File: src/rtl/ltpq_pkg.sv
`default_nettype none
package ltpq_pkg;

   localparam int CAPACITY   = 64;
   localparam int NUM_KEYS   = 3;
   localparam int KEY_BITS   = 16;
   localparam int ENTRY_BITS = 32;

   localparam int CMD_W      = 2;
   localparam int KEYF_W     = 16;
   localparam int ENTRYF_W   = 32;
   localparam int STATUS_W   = 2;
   localparam int OCC_W      = 7;
   localparam int KEYS_W     = 2;
   localparam int MASK_W     = 3;
   localparam int CSR_IDX_W  = 2;
   localparam int CSR_DATA_W = 3;

   localparam int KEY_VEC_BITS = NUM_KEYS * KEY_BITS;
   localparam int CNT_BITS     = $clog2(CAPACITY + 1);

   localparam logic [CMD_W-1:0] CMD_INSERT = 2'd0;
   localparam logic [CMD_W-1:0] CMD_REMOVE = 2'd1;
   localparam logic [CMD_W-1:0] CMD_PEEK   = 2'd2;
   localparam logic [CMD_W-1:0] CMD_CLEAR  = 2'd3;

   localparam logic [STATUS_W-1:0] STATUS_OK    = 2'd0;
   localparam logic [STATUS_W-1:0] STATUS_EMPTY = 2'd1;
   localparam logic [STATUS_W-1:0] STATUS_FULL  = 2'd2;

   localparam logic [CSR_IDX_W-1:0] CSR_KEYS_IN_USE   = 2'd0;
   localparam logic [CSR_IDX_W-1:0] CSR_RELIABLE_MASK = 2'd1;
   localparam logic [CSR_IDX_W-1:0] CSR_UNSAFE_PRUNE  = 2'd2;

   typedef struct packed {
      logic [KEY_VEC_BITS-1:0] key;
      logic [ENTRY_BITS-1:0]   payload;
   } entry_type;

   typedef struct packed {
      logic      insert;
      logic      remove;
      logic      front;
      entry_type new_entry;
   } cell_ctl_type;

   typedef struct packed {
      logic [STATUS_W-1:0] status;
      logic [ENTRYF_W-1:0] entry_out;
      logic [KEYF_W-1:0]   min_key;
      logic                dead_end;
      logic                is_empty;
      logic [OCC_W-1:0]    occupancy;
   } result_type;

endpackage
`default_nettype wire

File: src/rtl/ltpq_cell.sv
`default_nettype none
module ltpq_cell
   import ltpq_pkg::*;
(
   input  wire logic         clock,
   input  wire cell_ctl_type ctl,
   input  wire logic         occupied,
   input  wire entry_type    left_entry,
   input  wire logic         left_after,
   input  wire entry_type    right_entry,
   output      entry_type    entry,
   output      logic         after
);

   entry_type entry_ff;
   entry_type entry_in;

   // cell sorts behind the new key (or is empty)
   always_comb begin
      if (!occupied) begin
         after = 1'b1;
      end else if (ctl.front) begin
         after = entry_ff.key >= ctl.new_entry.key;
      end else begin
         after = entry_ff.key > ctl.new_entry.key;
      end
   end

   always_comb begin
      entry_in = entry_ff;
      if (ctl.remove) begin
         entry_in = right_entry;
      end else if (ctl.insert) begin
         if (left_after) begin
            entry_in = left_entry;
         end else if (after) begin
            entry_in = ctl.new_entry;
         end
      end
   end

   always_ff @(posedge clock) begin
      entry_ff <= entry_in;
   end

   assign entry = entry_ff;

endmodule
`default_nettype wire

File: config.mk
export PLATFORM = sky130hd
export DESIGN_NAME = ltpq_cell
export DESIGN_NICKNAME = d
export VERILOG_FILES = /design/src/rtl/ltpq_pkg.sv /design/src/rtl/ltpq_cell.sv
export SDC_FILE = /design/constraint.sdc
export NUM_CORES = 1
export LEC_CHECK = 0
export ABC_CLOCK_PERIOD_IN_PS = 17300
export BUFFER_PORTS_ARGS = -buffer_cell sky130_fd_sc_hd__buf_2
export CAP_MARGIN = 10
export CORE_ASPECT_RATIO = 0.6
export CORE_MARGIN = 1.5
export CORE_UTILIZATION = 38
export DETAILED_ROUTE_END_ITERATION = 6
export GPL_TIMING_DRIVEN = 0
export HOLD_SLACK_MARGIN = 0.05
export PLACE_DENSITY = 0.69
export REMOVE_ABC_BUFFERS = 1
export SYNTH_ARGS = -nofsm -noshare
export SYNTH_HDL_FRONTEND = slang
export SYNTH_SLANG_ARGS = --single-unit
File: constraint.sdc
create_clock -name clock -period 17.3 [get_ports clock]
set_clock_uncertainty 0.15 [all_clocks]
set_input_delay 0.865 -clock clock [delete_from_list [all_inputs] [get_ports clock]]
set_output_delay 0.865 -clock clock [all_outputs]
set_load 0.005 [all_outputs]
# Yosys cells after proc, flatten, opt, wreduce, memory -nomap -nowiden
# Cells that the tools add are included.
[op_classes]
n_lt_le_gt_ge = 2
muxes = 6
n_reduce_logical = 3
[op_table]
columns = ["operator", "count"]
rows = [
  ["80-bit two-way mux", 4],
  ["48-bit greater-or-equal comparator", 1],
  ["48-bit > comparator", 1],
  ["3-bit nonzero test", 1],
  ["1-bit two-way mux", 2],
  ["2-bit AND reduction", 1],
  ["2-bit nonzero test", 1],
]
[totals]
register_bits = 80
out_inout_bits = 81

# Longest topological paths before layout
[logic_depth]
ltp_word = 7
mapped_depth = 8

# Worst setup path after synthesis
# No wires, ideal clock.
[synth_path]
kind = "input port to flip-flop"
startpoint = "in ctl[63] in the netlist's numbering"
endpoint = "reg entry_ff, in the netlist entry[0], enable pin"
setup_time_ps = 528
t_arrival_ps = 5606
required_time_ps = 16622
setup_slack_ps = 11016
cell_stages = 8
n_path_buf = 0
path_cell_list = "inv_1 -> ha_1 -> nand4_4 -> nor4_4 -> nand4_2 -> a21oi_1 -> a2111oi_1 -> o21ai_1"
[synth_via]
elab_chain_len = 5
elab_cells_between_ends = 6
classes_between = "order compare: 2; mux: 2; reduce/logical: 2"
[synth_rtl]
columns = ["element", "line", "rtl"]
rows = [
  ["start, declared", "ltpq_cell.sv:6", "input wire cell_ctl_type ctl,"],
  ["48-bit > comparator or 48-bit greater-or-equal comparator (tied branches)", "ltpq_cell.sv:25, ltpq_cell.sv:23", ""],
  ["1-bit two-way mux *", "ltpq_cell.sv:22", "end else if (ctl.front) begin"],
  ["1-bit two-way mux *", "ltpq_cell.sv:20", "if (!occupied) begin"],
  ["3-bit nonzero test (no source line) *", "-", ""],
  ["2-bit AND reduction (no source line) *", "-", ""],
  ["end signal, assigned", "ltpq_cell.sv:43", "entry_ff <= entry_in;"],
  ["end, declared", "ltpq_cell.sv:15", "entry_type entry_ff;"],
]
# Every way passes the cells marked *; elsewhere a longest branch is shown, timed or not.
# A chain may end at the register's enable or synchronous reset.

# Worst setup path after layout
[layout_path]
startpoint = "in ctl[61] in the netlist's numbering"
endpoint = "out after"
[layout_via]
elab_chain_len = 3
elab_cells_between_ends = 4
classes_between = "order compare: 2; mux: 2"
[layout_rtl]
columns = ["element", "line", "rtl"]
rows = [
  ["48-bit > comparator or 48-bit greater-or-equal comparator (tied branches)", "ltpq_cell.sv:25, ltpq_cell.sv:23", ""],
  ["1-bit two-way mux *", "ltpq_cell.sv:22", ""],
  ["1-bit two-way mux *", "ltpq_cell.sv:20", ""],
  ["end, declared", "ltpq_cell.sv:12", "output logic after"],
]
# Marked as above.

==> reports/results.tsv <==
stage	metric	value	unit
floorplanning	pin_count	327	
power_and_ir_drop	p_seq_share	41.9	%
place	routabilityCongestion	0.7561	
place	port_buffers	326	
critical_path	start_kind	input port	
route	drtIter0Drc	187	
timing	slew_viol_final	0	
power_and_ir_drop	pwr-share-clk	34.7	%
worst_hold_path	hold_start	right_entry[13]	
floorplanning	core_area	13670	µm²
worst_hold_path	hold_end	entry[13]$_DFFE_PP_	
timing	max_slew_margin	36.07	%
final_layout	drive_above_1_share	42.13	%
synth	synth_edf_count	80	
power_and_ir_drop	powerDensity	79.79	nW/µm²
global_route	first_global_vias	4501	
power_and_ir_drop	power.leakage	3.912	nW
route	wire_per_inst	15.15	µm
final_layout	area_delta_synth_final	41.07	%
worst_hold_path	hold_class	in2reg	
critical_path	critPathBufInv	3	
run	maxCapViolations	0	
route	vias	4910	
synth	synth_ff_type	edfxtp_1	
final_layout	finalInstanceArea	7512	µm²
floorplanning	die-area	14760	µm²
power_and_ir_drop	power.total	0.5994	mW
synth	netlist_top_cells_area	edfxtp_1 45%, mux2i_1 15%, ha_1 11%, o21ai_0 8.1%, nand2_1 6.3%	
synth	async_flop_share	0	%
timing	post-route-period-util	23.57	%
synth	synth_most_common_cell	nand2_1	
synth	synth_common_cells	90 x nand2_1, 86 x o21ai_0, 80 x edfxtp_1, 80 x mux2i_1, 49 x inv_1	
timing	setup_violations	0	
power_and_ir_drop	vdd_drop_max	49.35	µV
final_layout	largest_register_ffs	80	
final_layout	fillers	1279	
route	ant_nets	0	
route	drc	0	
clock_tree	htreeDepth	3	
critical_path	cp_max_fo	2	
synth	yosys_register_bits	80	
critical_path	crit_required	16.28	ns
route	first_pass_iters	6	
global_route	gr-total-overflow	0	
critical_path	worst-r2r-setup-slack	13.86	ns
critical_path	crit_chain	buf_2 -> inv_1 -> ha_1 -> a21o_1 -> a21o_1 -> a22oi_2 -> nand4_1 -> a2111oi_1 -> o21ai_1 -> buf_2	
critical_path	timing.rr.end	entry[58]$_DFFE_PP_	
run_status	status	finished, final reports clean	
timing	max_freq	245.2	MHz
floorplanning	rows	33	
clock_tree	holdBufCountCts	0	
floorplanning	start_util	38.96	%
critical_path	critical_path.top_delay_family	compound AO/OA/AOI/OAI gates	
final_layout	final_net_count	1134	
global_route	antenna_found_initial	1	
power_and_ir_drop	p_int	0.4374	mW
clock_tree	cts_sinks	80	
synth	synth_area	5325	µm²
final_layout	layout.area.seq	2402	µm²
final_layout	multiInputGateArea	2631	µm²
synth	yosysSeqAreaShare	45.11	%
power_and_ir_drop	p_sw	0.1620	mW
floorplanning	die_x	155.8	µm
timing	worst_pin_slew	0.9554	ns
clock_tree	clkLatencyLatePin	0.33	ns
global_route	grt_max_degree	114	
clock_tree	cts-buffers-inserted	9	
final_layout	diodes	0	
critical_path	path_class	in2out	
critical_path	worstPathArrival	3.06	ns
timing	tns	0	ns
synth	ys_types	29	
power_and_ir_drop	power_switching_share	27.02	%
timing	layout_min_cycle_time	4.078	ns
global_route	grtUsageTotal	20.49	%
clock_tree	cts.path.max_buffers	2	
synth	syn_avg_cell_area	10.12	µm²
power_and_ir_drop	p_comb_share	23.4	%
timing	rsz0062_at_grt	false	
timing	final_hold_viol_count	0	
worst_hold_path	holdPathStages	3	
clock_tree	ctsResizeCount	0	
clock_tree	clkSlewWorstSetupHoldPaths	0.07	ns
place	place.detailed.hpwl	12510	µm
route	vias_per_cell	4.735	
synth	synth_area_leader_cell	edfxtp_1	
synth	ys_warn_count	0	
clock_tree	cts-root-buf	clkbuf_16	
critical_path	cpPeakStageDelay	0.83	ns
place	post_dp_cell_area	7189	µm²
floorplanning	die_y	94.70	µm
critical_path	rr_startpoint	entry[71]$_DFFE_PP_	
global_route	grt_pass1_wl	23000	µm
route	routed_wl	15710	µm
clock_tree	cts_tree	built	
clock_tree	cts_setup_buffers	0	
synth	synth_top_cell_area_share	45.11	%
final_layout	final_util	54.97	%
critical_path	cp-end-kind	output pin	
synth	postSynthCellCount	526	
critical_path	r2r.worst_path.cells	8	
critical_path	cp_slowest_cell	a2111oi_1	
-- worst min-delay path: cells and delay by family --
family          cells  cell delay, ns
compound gates      1            0.05
simple gates        1            0.04
buf+inv             1            0.07
-- cell usage in the layout, fill, tap and decap left out, types with 2 or more instances in the layout --
master     count
buf_2        324
nand2_1       90
o21ai_0       86
mux2i_1       80
edfxtp_1      80
inv_1         49
ha_1          48
a21oi_1       23
clkbuf_16      9
nand4_1        8
nor2_1         5
a21o_1         4
nand4_2        3
o21ai_1        3
nand2b_1       3
clkinv_4       3
nor4_2         2
nand3_1        2
or2b_2         2
bufinv_16      2
buf_4          2
buf_12         2
buf_16         2
-- power groups by stage --
stage	combinational (mW)	clock [mW]	sequential [mW]
global placement	0.138	0	0.257
global route	0.159	0.222	0.254
finish	0.140	0.208	0.251
detailed placement	0.142	0	0.255
floorplan	0.0577	0	0.259
CTS	0.142	0.214	0.251
-- layout make-up --
cell class	instances	share of cell area (%)
repair buffers	330	23.05
multi-input cells	370	35.03
clock buffers	10	3.048
inverters	49	2.448
flip-flops and latches	80	31.98
well taps	192	3.198
clock inverters	6	1.249
-- how the worst max path moves through the flow --
stage	startpoint	endpoint	slack [ns]	cells past startpoint
final	ctl[61]	after	13.22	10
after global placement	ctl[71]	entry[26]$_DFFE_PP_	8.56	9
after detailed placement	ctl[71]	entry[14]$_DFFE_PP_	13.13	10
after floorplan	ctl[63]	entry[0]$_DFFE_PP_	11.02	8
after global routing	ctl[53]	after	13.00	10
after CTS	ctl[61]	after	13.17	10
-- per-layer routing --
layer | wire [µm] | global-route usage [%] | vias up
li1 | - | - | 2517
met1 | 6904 | 24.82 | 2219
met2 | 7320 | 34.37 | 160
met3 | 1342 | 8.628 | 12
met4 | 129 | 4.048 | 2
met5 | 13 | 0 | -
-- cells by family after synthesis --
group | Yosys count | synth area share, %
flip-flops | 80 | 45.11
multiplexers | 80 | 15.04
adder cells (fa/ha/maj) | 48 | 11.28
AND/OR/NAND/NOR | 119 | 10.69
buffers and inverters | 76 | 5.686
AO/OA/AOI/OAI | 123 | 12.19
-- through the flow --
stage          hold slack, ns  cells  setup WS [ns]
5_1_grt                0.6517   1037          13.00
2_1_floorplan          0.9021    499          11.02
3_3_place_gp           0.9956   1017          8.565
3_5_place_dp           0.9985   1021          13.13
6_report               0.6610   1037          13.22
4_1_cts                0.6456   1037          13.17
(Power assumes the default switching activity.)
